==> src/rtl/core/gf2mnc_pkg.sv <==
// Shared types, codes and helpers for the GF(2) nibble codec.
// No dependencies; imported by gf2_matrix_nibble_codec_top.
`timescale 1ns / 1ps
`default_nettype none

package gf2mnc_pkg;

    localparam int NUM_ROWS = 4;
    localparam int COLS     = 8;
    localparam int COL_W    = 3;

    typedef logic [NUM_ROWS-1:0][COLS-1:0] key_t;
    typedef logic [COL_W-1:0]              col_t;

    typedef enum logic
    {
        KIND_ENCODE = 1'b0,
        KIND_DECODE = 1'b1
    } kind_t;

    typedef enum logic [1:0]
    {
        REG_KEY_ROW0 = 2'd0,
        REG_KEY_ROW1 = 2'd1,
        REG_KEY_ROW2 = 2'd2,
        REG_KEY_ROW3 = 2'd3
    } reg_idx_t;

    // Nibble bit 3 picks row 0, nibble bit 0 picks row 3.
    function automatic logic [COLS-1:0] mul_nibble(input key_t key, input logic [3:0] nib);
        logic [COLS-1:0] acc;
        acc = '0;
        for (int r = 0; r < NUM_ROWS; r++)
        begin
            if (nib[3-r])
            begin
                acc = acc ^ key[r];
            end
        end
        return acc;
    endfunction

endpackage

`default_nettype wire

==> src/rtl/core/gf2_matrix_nibble_codec_top.sv <==
// Top level of the GF(2) 4x8 generator matrix nibble codec.
// Depends on gf2mnc_pkg for key, kind and register index types.
`timescale 1ns / 1ps
`default_nettype none

// One item is taken in every clock cycle (busy is always low) and its result
// appears on the done strobe after passing through the input register and
// then the XOR and column-select logic into the result register. Encode gives
// the codes of the high and low nibbles; decode gives the rebuilt byte in
// out_high, or key_error with zero data when the key lacks an identity column.
// Done is raised for exactly one cycle per result, and the result registers
// keep the data until the next item. Key rows are written through the cfg
// port, which is always ready; write them only while no item is in flight.
module gf2_matrix_nibble_codec_top
(
    input  wire logic                  clk,
    input  wire logic                  rst_n,
    input  wire logic                  start,
    output logic                       busy,
    input  wire logic                  kind,
    input  wire logic [7:0]            first_byte,
    input  wire logic [7:0]            second_byte,
    input  wire logic                  cfg_valid,
    output logic                       cfg_ready,
    input  wire gf2mnc_pkg::reg_idx_t  cfg_index,
    input  wire logic [7:0]            cfg_data,
    output logic                       done,
    output logic [7:0]                 out_high,
    output logic [7:0]                 out_low,
    output logic                       key_error
);

    import gf2mnc_pkg::*;

    key_t            key_reg;
    logic            in_valid_reg;
    kind_t           in_kind_reg;
    logic [7:0]      in_b1_reg;
    logic [7:0]      in_b2_reg;

    logic            out_valid_reg;
    logic [7:0]      out_high_reg;
    logic [7:0]      out_low_reg;
    logic            key_error_reg;

    logic [7:0]      out_high_next;
    logic [7:0]      out_low_next;
    logic            key_error_next;

    col_t [NUM_ROWS-1:0] pos;
    logic [NUM_ROWS-1:0] found;
    logic [NUM_ROWS-1:0] colv;
    logic [7:0]          dec_byte;

    assign busy      = 1'b0;
    assign cfg_ready = 1'b1;

    // Key rows
    always_ff @(posedge clk or negedge rst_n)
    begin
        if (!rst_n)
        begin
            key_reg <= '0;
        end
        else if (cfg_valid && cfg_ready)
        begin
            unique case (cfg_index)
                REG_KEY_ROW0: key_reg[0] <= cfg_data;
                REG_KEY_ROW1: key_reg[1] <= cfg_data;
                REG_KEY_ROW2: key_reg[2] <= cfg_data;
                REG_KEY_ROW3: key_reg[3] <= cfg_data;
                default:      key_reg    <= key_reg;
            endcase
        end
    end

    // Input register
    always_ff @(posedge clk or negedge rst_n)
    begin
        if (!rst_n)
        begin
            in_valid_reg <= 1'b0;
        end
        else
        begin
            in_valid_reg <= start && !busy;
        end
    end

    always_ff @(posedge clk)
    begin
        if (start && !busy)
        begin
            in_kind_reg <= kind_t'(kind);
            in_b1_reg   <= first_byte;
            in_b2_reg   <= second_byte;
        end
    end

    // Find identity columns; scan in column order so the last match wins
    always_comb
    begin
        pos   = '0;
        found = '0;
        colv  = '0;
        for (int c = 0; c < COLS; c++)
        begin
            for (int k = 0; k < NUM_ROWS; k++)
            begin
                colv[k] = key_reg[k][COL_W'(COLS - 1 - c)];
            end
            for (int k = 0; k < NUM_ROWS; k++)
            begin
                if (colv == (NUM_ROWS'(1) << k))
                begin
                    pos[k]   = COL_W'(c);
                    found[k] = 1'b1;
                end
            end
        end
    end

    // Column c sits at bit 7-c, which is ~c on three bits
    always_comb
    begin
        dec_byte = '0;
        for (int k = 0; k < NUM_ROWS; k++)
        begin
            dec_byte[7-k] = in_b1_reg[~pos[k]];
            dec_byte[3-k] = in_b2_reg[~pos[k]];
        end
    end

    always_comb
    begin
        out_high_next  = '0;
        out_low_next   = '0;
        key_error_next = 1'b0;
        case (in_kind_reg)
            KIND_ENCODE:
            begin
                out_high_next = mul_nibble(key_reg, in_b1_reg[7:4]);
                out_low_next  = mul_nibble(key_reg, in_b1_reg[3:0]);
            end
            KIND_DECODE:
            begin
                if (&found)
                begin
                    out_high_next = dec_byte;
                end
                else
                begin
                    key_error_next = 1'b1;
                end
            end
            default:
            begin
                out_high_next = '0;
            end
        endcase
    end

    // Result register
    always_ff @(posedge clk or negedge rst_n)
    begin
        if (!rst_n)
        begin
            out_valid_reg <= 1'b0;
        end
        else
        begin
            out_valid_reg <= in_valid_reg;
        end
    end

    always_ff @(posedge clk)
    begin
        if (in_valid_reg)
        begin
            out_high_reg  <= out_high_next;
            out_low_reg   <= out_low_next;
            key_error_reg <= key_error_next;
        end
    end

    assign done      = out_valid_reg;
    assign out_high  = out_high_reg;
    assign out_low   = out_low_reg;
    assign key_error = key_error_reg;

    // Every accepted beat yields a result on done, through the input and result registers
    a_accept_to_done: assert property (@(posedge clk) disable iff (!rst_n)
        (start && !busy) |=> ##1 done)
        else $error("accepted beat produced no result");

    a_no_spurious_done: assert property (@(posedge clk) disable iff (!rst_n)
        !in_valid_reg |=> !done)
        else $error("result strobe without an accepted beat");

    a_key_error_zero: assert property (@(posedge clk) disable iff (!rst_n)
        (done && key_error) |-> (out_high == 8'd0 && out_low == 8'd0))
        else $error("key error with non-zero data");

    a_error_only_decode: assert property (@(posedge clk) disable iff (!rst_n)
        (in_valid_reg && in_kind_reg == KIND_ENCODE) |=> !key_error)
        else $error("key error raised on encode");

endmodule

`default_nettype wire
==> config.mk <==
export PLATFORM = sky130hd
export DESIGN_NAME = gf2_matrix_nibble_codec_top
export DESIGN_NICKNAME = d
export VERILOG_FILES = /design/src/rtl/core/gf2mnc_pkg.sv /design/src/rtl/core/gf2_matrix_nibble_codec_top.sv
export SDC_FILE = /design/constraint.sdc
export NUM_CORES = 1
export LEC_CHECK = 0
export BUFFER_PORTS_ARGS = -buffer_cell sky130_fd_sc_hd__buf_2
export CAP_MARGIN = 10
export CORE_MARGIN = 2
export CORE_UTILIZATION = 50
export CTS_BUF_LIST = sky130_fd_sc_hd__clkbuf_16
export CTS_CLUSTER_DIAMETER = 80
export DETAILED_ROUTE_END_ITERATION = 12
export MAX_ROUTING_LAYER = met4
export PLACE_DENSITY_LB_ADDON = 0.2
export SKIP_LAST_GASP = 1
export SLEW_MARGIN = 20
export SYNTH_ARGS = -nofsm -noshare
export SYNTH_HDL_FRONTEND = slang
export SYNTH_SLANG_ARGS = --single-unit
==> constraint.sdc <==
create_clock -name clk -period 2.14 [get_ports clk]
set_clock_uncertainty 0.2 [all_clocks]
set_input_delay 0.321 -clock clk [delete_from_list [all_inputs] [get_ports clk]]
set_output_delay 0.321 -clock clk [all_outputs]
set_load 0.02 [all_outputs]
==> results of run 1 <==
==> stage by stage <==
stage	hold slack (ns)	cells
finish	0.06404	476
global route	0.05986	476
CTS	0.04956	476
detailed placement	0.2436	445
global placement	0.2420	445
floorplan	-0.1746	313
==> timing repair <==
item | in CTS | in global routing
setup endpoints to repair | 0 | 7
resized for setup | 0 | 5
hold buffers | 15 | 0
hold endpoints to repair | 48 | 0
==> worst paths after layout <==
check                       startpoint          end  slack, ns  cells past startpoint
min in group asynchronous        rst_n   key_reg[2]       0.40                      2
setup / recovery           key_reg[10]  out_high[7]       0.05                      5
hold reg to reg            key_reg[15]  key_reg[15]       0.33                      1
hold / removal             cfg_data[3]   key_reg[3]       0.06                      3
setup reg to reg           key_reg[10]  out_high[7]       0.05                      5
max in group asynchronous        rst_n  key_reg[10]       0.81                      2
==> area by class of cell <==
type / instances / share of cell area [%]
Sequential cell: 64 / 40.29
Multi-Input combinational cell: 234 / 38.40
Timing Repair Buffer: 81 / 12.31
Clock buffer: 9 / 5.177
Tap cell: 80 / 2.301
Clock inverter: 7 / 1.438
Inverter: 1 / 0.08628
==> logic make-up (layout without fill, tap and decap cells) <==
kind of cell | count (synthesis) | after routing
other | 2 | 3
multiplexers | 41 | 41
XOR/XNOR | 48 | 48
AO/OA/AOI/OAI | 28 | 28
flip-flops | 64 | 64
buffers and inverters | 15 | 98
AND/OR/NAND/NOR | 114 | 114
==> worst max-delay path, stage by stage, from the launching register on <==
cell     delay, ns
dfrtp_2       0.45
or4b_4        0.58
o21ai_4       0.17
mux2i_1       0.22
o21ai_1       0.07
and2_1        0.15
==> Yosys cell counts (3+ instances only) <==
master | instances | area (um^2)
mux2i_1 | 8 | 80.08
buf_4 | 3 | 22.52
mux2_2 | 33 | 371.6
o21ai_0 | 5 | 25.02
nand3b_1 | 5 | 37.54
nor4b_1 | 6 | 52.55
dfrtp_1 | 34 | 850.8
edfxtp_1 | 30 | 900.9
o221ai_1 | 4 | 35.03
nor2_1 | 12 | 45.04
o22ai_1 | 5 | 31.28
a21oi_1 | 4 | 20.02
clkbuf_1 | 8 | 30.03
or4b_4 | 3 | 41.29
xnor2_1 | 47 | 411.6
nor4b_2 | 3 | 45.04
nand2_1 | 75 | 281.5
==> routing by layer <==
| layer | GRT usage, % | part of all wire (%) | up-vias |
|---|---|---|---|
| met5 | - | 0 | - |
| met1 | 27.99 | 44 | 1251 |
| met2 | 36.50 | 49 | 80 |
| met3 | 5.877 | 5.8 | 14 |
| met4 | 9.091 | 1.7 | 0 |
| li1 | - | - | 1249 |
==> report_power, final <==
part	total (W)	leakage (nW)	switching, W	internal, W
Combinational	0.00118	0.922	0.000587	0.000596
Sequential	0.00170	0.699	0.000173	0.00152
Clock	0.00139	0.136	0.000506	0.000887
Total	0.00427	1.76	0.00127	0.00301
==> reports/qor.csv, run 1 <==
stage,metric,value,unit
cts,htree_levels,3,
synthesis,synthArstFlopShare,53.13,%
final_layout,final_core_util,64.39,%
synthesis,synthMuxAreaShare,13.05,%
synthesis,syn_avg_cell_area,11.10,um^2
floorplan,rows,30,
cts,clk_latency,0.33,ns
routing,wl_per_cell,16.18,um
worst_setup_path,required,2.02,ns
final_layout,largest_register_ffs,28,
cts,clock_sinks,64,
synthesis,ys_warn_count,0,
routing,drt-initial-drc-count,158,
cts,cts_setup_buffers,0,
pwr,total_power,0.004272,W
synthesis,synth_compound_area_share,5.493,%
worst_setup_path,path_max_fanout,7,
sta,max_freq,0.4793,GHz
pwr,total_leakage_power,1.757,nW
sta,finalCritPeriodShare,97.50,%
final_layout,nFillCells,547,
synthesis,synthSimpleGateAreaFrac,16.48,%
worst_setup_path,critical_path_class,flop to flop,
worst_setup_path,cp.arrival,1.97,ns
global_routing,antenna_found_initial,0,
cts,cts_made_buffers,9,
final_layout,ff_latch_area,1753,um^2
global_routing,grt_pass1_wl,12.34,mm
worst_setup_path,crit_path_start_kind,flop,
synthesis,synth-adder-area-share,0,%
sta,timing.setup.tns,0,ns
outcome,status,"complete, no violations",
global_routing,grt_start_max_net_pins,35,
floorplan,initial_core_util,51.24,%
place,port_buffers,44,
floorplan,ios,51,
synthesis,ys_seq_area_share,50.60,%
synthesis,synth-edff-count,30,
pwr,pwr_density_cell,982.0,nW/um^2
cts,clk_pin_slew,0.05,ns
routing,drc,0,
min_path,holdCritPathClass,primary input to flop,
cts,cts_root_buf,clkbuf_16,
pwr,vdd_drop_max,562.3,uV
run,cap_violations,0,
final_layout,antenna_cells,0,
place,place_ws,0.05102,ns
synthesis,syn-cell-area,3462,um^2
synthesis,synth_top_family_by_area,simple AND/OR/NAND/NOR gates,
cts,cts_buffer_depth,2,
final_layout,fin_area,4350,um^2
floorplan,core-area,6756,um^2
routing,drtAntennaViolNets,0,
sta,rsz0062_at_grt,true,
synthesis,netlist_instances,312,
sta,hold_viol_final,0,
synthesis,synth_xor_area_share,12.14,%
floorplan,die_width,87.21,um
final_layout,multiInputGateArea,1670,um^2
synthesis,ys.flop_type,dfrtp_1,
floorplan,fp.dieArea,7606,um^2
global_routing,track_usage,22.91,%
place,detailed_place_hpwl,5.381,mm
global_routing,grt_pass1_vias,2499,
routing,vias,2594,
synthesis,synth_cell_types,35,
worst_setup_path,cp-end-kind,flop,
sta,worstMarginPinSlew,0.7686,ns
routing,firstDrtPassIters,4,
floorplan,die_height,87.21,um
final_layout,nets,422,
routing,routed_wl,7.703,mm
final_layout,final_common_cell,nand2_1,
sta,max_slew_margin,48.76,%
final_layout,area_delta_synth_final,25.66,%
sta,final_max_slew_viol_count,0,
place,placed_area,3885,um^2
routing,vias_per_cell,5.450,
sta,setup_slack,0.05344,ns
sta,setup_viol,0,
final_layout,drive_gt1_share,31.82,%
synthesis,synth-seq-cells,64,
place,gp_congestion,0.8467,
cts,cts_tree,done,
global_routing,grt_overflow,0,
sta,finalCriticalPeriod,2.087,ns
final_layout,layout_common_cells,"nand2_1 (75), xnor2_1 (47), buf_2 (44)",
(Power assumes the default switching activity.)
==> run 2, diff against run 1 <==
Settings changed: ABC_AREA set to 1, ABC_CLOCK_PERIOD_IN_PS set to 2140, CORE_ASPECT_RATIO set to 1.25.
==> run 2 against run 1 <==
Net effect: first-iteration DRC count rose by 39%; register-to-register slack gained 0.20 ns; via count rose by 27%; sequential share of layout area about the same; fmax increased by 11%; largest power group unchanged; critical path depth is 5 higher.
==> reports/qor.csv, run 2 <==
stage,metric,value,unit
worst_setup_path,cp-end-kind,flop,
synthesis,synth_top_cell_by_area,edfxtp_1,
final_layout,nets,563,
outcome,status,"complete, no violations",
cts,cts_buffer_depth,2,
routing,drc,0,
sta,worstMarginPinSlew,0.7465,ns
routing,firstDrtPassIters,4,
place,dp.cells,597,
synthesis,synthTopCellsByArea,"edfxtp_1 (25%), dfrtp_1 (23%), nand2_1 (17%)",
floorplan,ios,51,
routing,vias_per_cell,5.242,
floorplan,rows,35,
global_routing,grt_pass1_wl,15.19,mm
cts,clk_pin_slew,0.06,ns
pwr,vdd_drop_max,544.4,uV
final_layout,drive_gt1_share,15.64,%
global_routing,grt_overflow,0,
final_layout,antenna_cells,0,
synthesis,ys_seq_area_share,47.99,%
routing,routed_wl,9.163,mm
sta,finalCritPeriodShare,88.09,%
global_routing,track_usage,25.65,%
synthesis,netlist_instances,474,
final_layout,multiInputGateArea,1723,um^2
worst_setup_path,path_max_fanout,6,
final_layout,nFillCells,712,
sta,final_max_slew_viol_count,0,
final_layout,layout_common_cells,"nand2_1 (172), o21ai_0 (47), buf_2 (45)",
synthesis,syn_avg_cell_area,7.832,um^2
sta,rsz0062_at_grt,false,
cts,cts_tree,done,
cts,htree_levels,3,
final_layout,final_cells,629,
synthesis,synth_commonest_cells,"nand2_1 (172), o21ai_0 (47), nand3_1 (42)",
sta,timing.setup.tns,0,ns
sta,setup_viol,0,
global_routing,grt_start_max_net_pins,35,
floorplan,die_width,81.07,um
floorplan,initial_core_util,51.07,%
floorplan,fp.dieArea,8134,um^2
routing,vias,3297,
global_routing,antenna_found_initial,0,
min_path,holdCritPathClass,primary input to flop,
sta,max_slew_margin,50.23,%
synthesis,synth_cell_types,20,
worst_setup_path,cp.arrival,1.77,ns
pwr,total_leakage_power,2.020,nW
place,gp_congestion,0.8988,
global_routing,grt_pass1_vias,3252,
sta,max_freq,0.5305,GHz
synthesis,synth_top_area_share,25.08,%
synthesis,syn-cell-area,3712,um^2
routing,drtAntennaViolNets,0,
floorplan,core-area,7269,um^2
routing,wl_per_cell,14.57,um
final_layout,area_delta_synth_final,19.18,%
place,detailed_place_hpwl,6.248,mm
cts,clock_sinks,65,
synthesis,synthArstFlopShare,52.31,%
synthesis,ys_warn_count,0,
synthesis,synth_most_common_cell,nand2_1,
pwr,pwr_density_cell,934.7,nW/um^2
final_layout,final_core_util,60.86,%
final_layout,ff_latch_area,1782,um^2
synthesis,synth-edff-count,31,
final_layout,largest_register_ffs,28,
sta,finalCriticalPeriod,1.885,ns
worst_setup_path,r2r_cells,10,
place,port_buffers,45,
synthesis,synth-seq-cells,65,
pwr,total_power,0.004135,W
worst_setup_path,required,2.02,ns
floorplan,die_height,100.3,um
run,cap_violations,0,
cts,cts_made_buffers,9,
synthesis,ys.flop_type,dfrtp_1,
min_path,whs_path_depth,3,
sta,holdWs,0.09047,ns
worst_setup_path,crit_path_start_kind,flop,
final_layout,final_common_cell,nand2_1,
sta,hold_viol_final,0,
routing,drt-initial-drc-count,220,
worst_setup_path,critical_path_class,flop to flop,
cts,cts_root_buf,clkbuf_16,
cts,clk_latency,0.33,ns
## run 2: metal layers
metal,wire [um],track usage (%),up-vias
met5,0,-,-
met4,357,15.12,0
met3,381,3.507,32
met2,4475,40.18,91
met1,3949,31.43,1531
li1,-,-,1643
## run 2: worst paths after layout
path / start / to / slack (ns)
max: key_reg[9] / out_high[4] / 0.25
min: cfg_data[5] / key_reg[29] / 0.09
max reg2reg: key_reg[9] / out_high[4] / 0.25
min reg2reg: key_reg[15] / key_reg[15] / 0.31
max in group asynchronous: rst_n / colv[1] / 0.86
min in group asynchronous: rst_n / key_reg[7] / 0.39
## run 2: cells by family after synthesis
kind of cell,after synthesis,synth area share [%]
compound gates,67,9.033
buf+inv,51,5.696
other cells,2,0.2023
xor+xnor,39,9.201
flops,65,47.99
simple gates,250,27.87
## run 2: worst max-delay path, cell delays in order (launching register included)
cell and delay, ns:
dfrtp_1 0.46, nor2_1 0.18, nand2_1 0.14, nand2_2 0.14, nand2_2 0.09, nand2_1 0.06, nand3_1 0.07, nand2_1 0.08
nand2_1 0.05, nand2_1 0.08, nand2_1 0.07
## run 2: layout make-up
type                            count  share of cell area, %
Sequential cell                    65                  40.27
Multi-Input combinational cell    359                  38.94
Timing Repair Buffer               63                  9.050
Clock buffer                        9                  5.091
Inverter                           34                  2.885
Tap cell                           92                  2.602
Clock inverter                      7                  1.160
## run 2: metrics by stage
stage          cell area [um^2]  setup slack, ns
2_1_floorplan              3716           0.5586
3_3_place_gp               3988           0.3227
3_5_place_dp               3988           0.2933
4_1_cts                    4424           0.2748
5_1_grt                    4424           0.1267
6_report                   4424           0.2549
## run 2: where the power goes
| group | switching [W] | total, W | internal, W |
|---|---|---|---|
| sequential | 0.000206 | 0.00173 | 0.00152 |
| clock | 0.000575 | 0.00137 | 0.000790 |
| combinational | 0.000640 | 0.00104 | 0.000405 |
| total | 0.00142 | 0.00414 | 0.00272 |
## run 2: repair_timing
action                    CTS  global route
hold endpoints to repair   49             0
buffers inserted            0             0
hold buffers               16             0
gates resized for setup     0             0
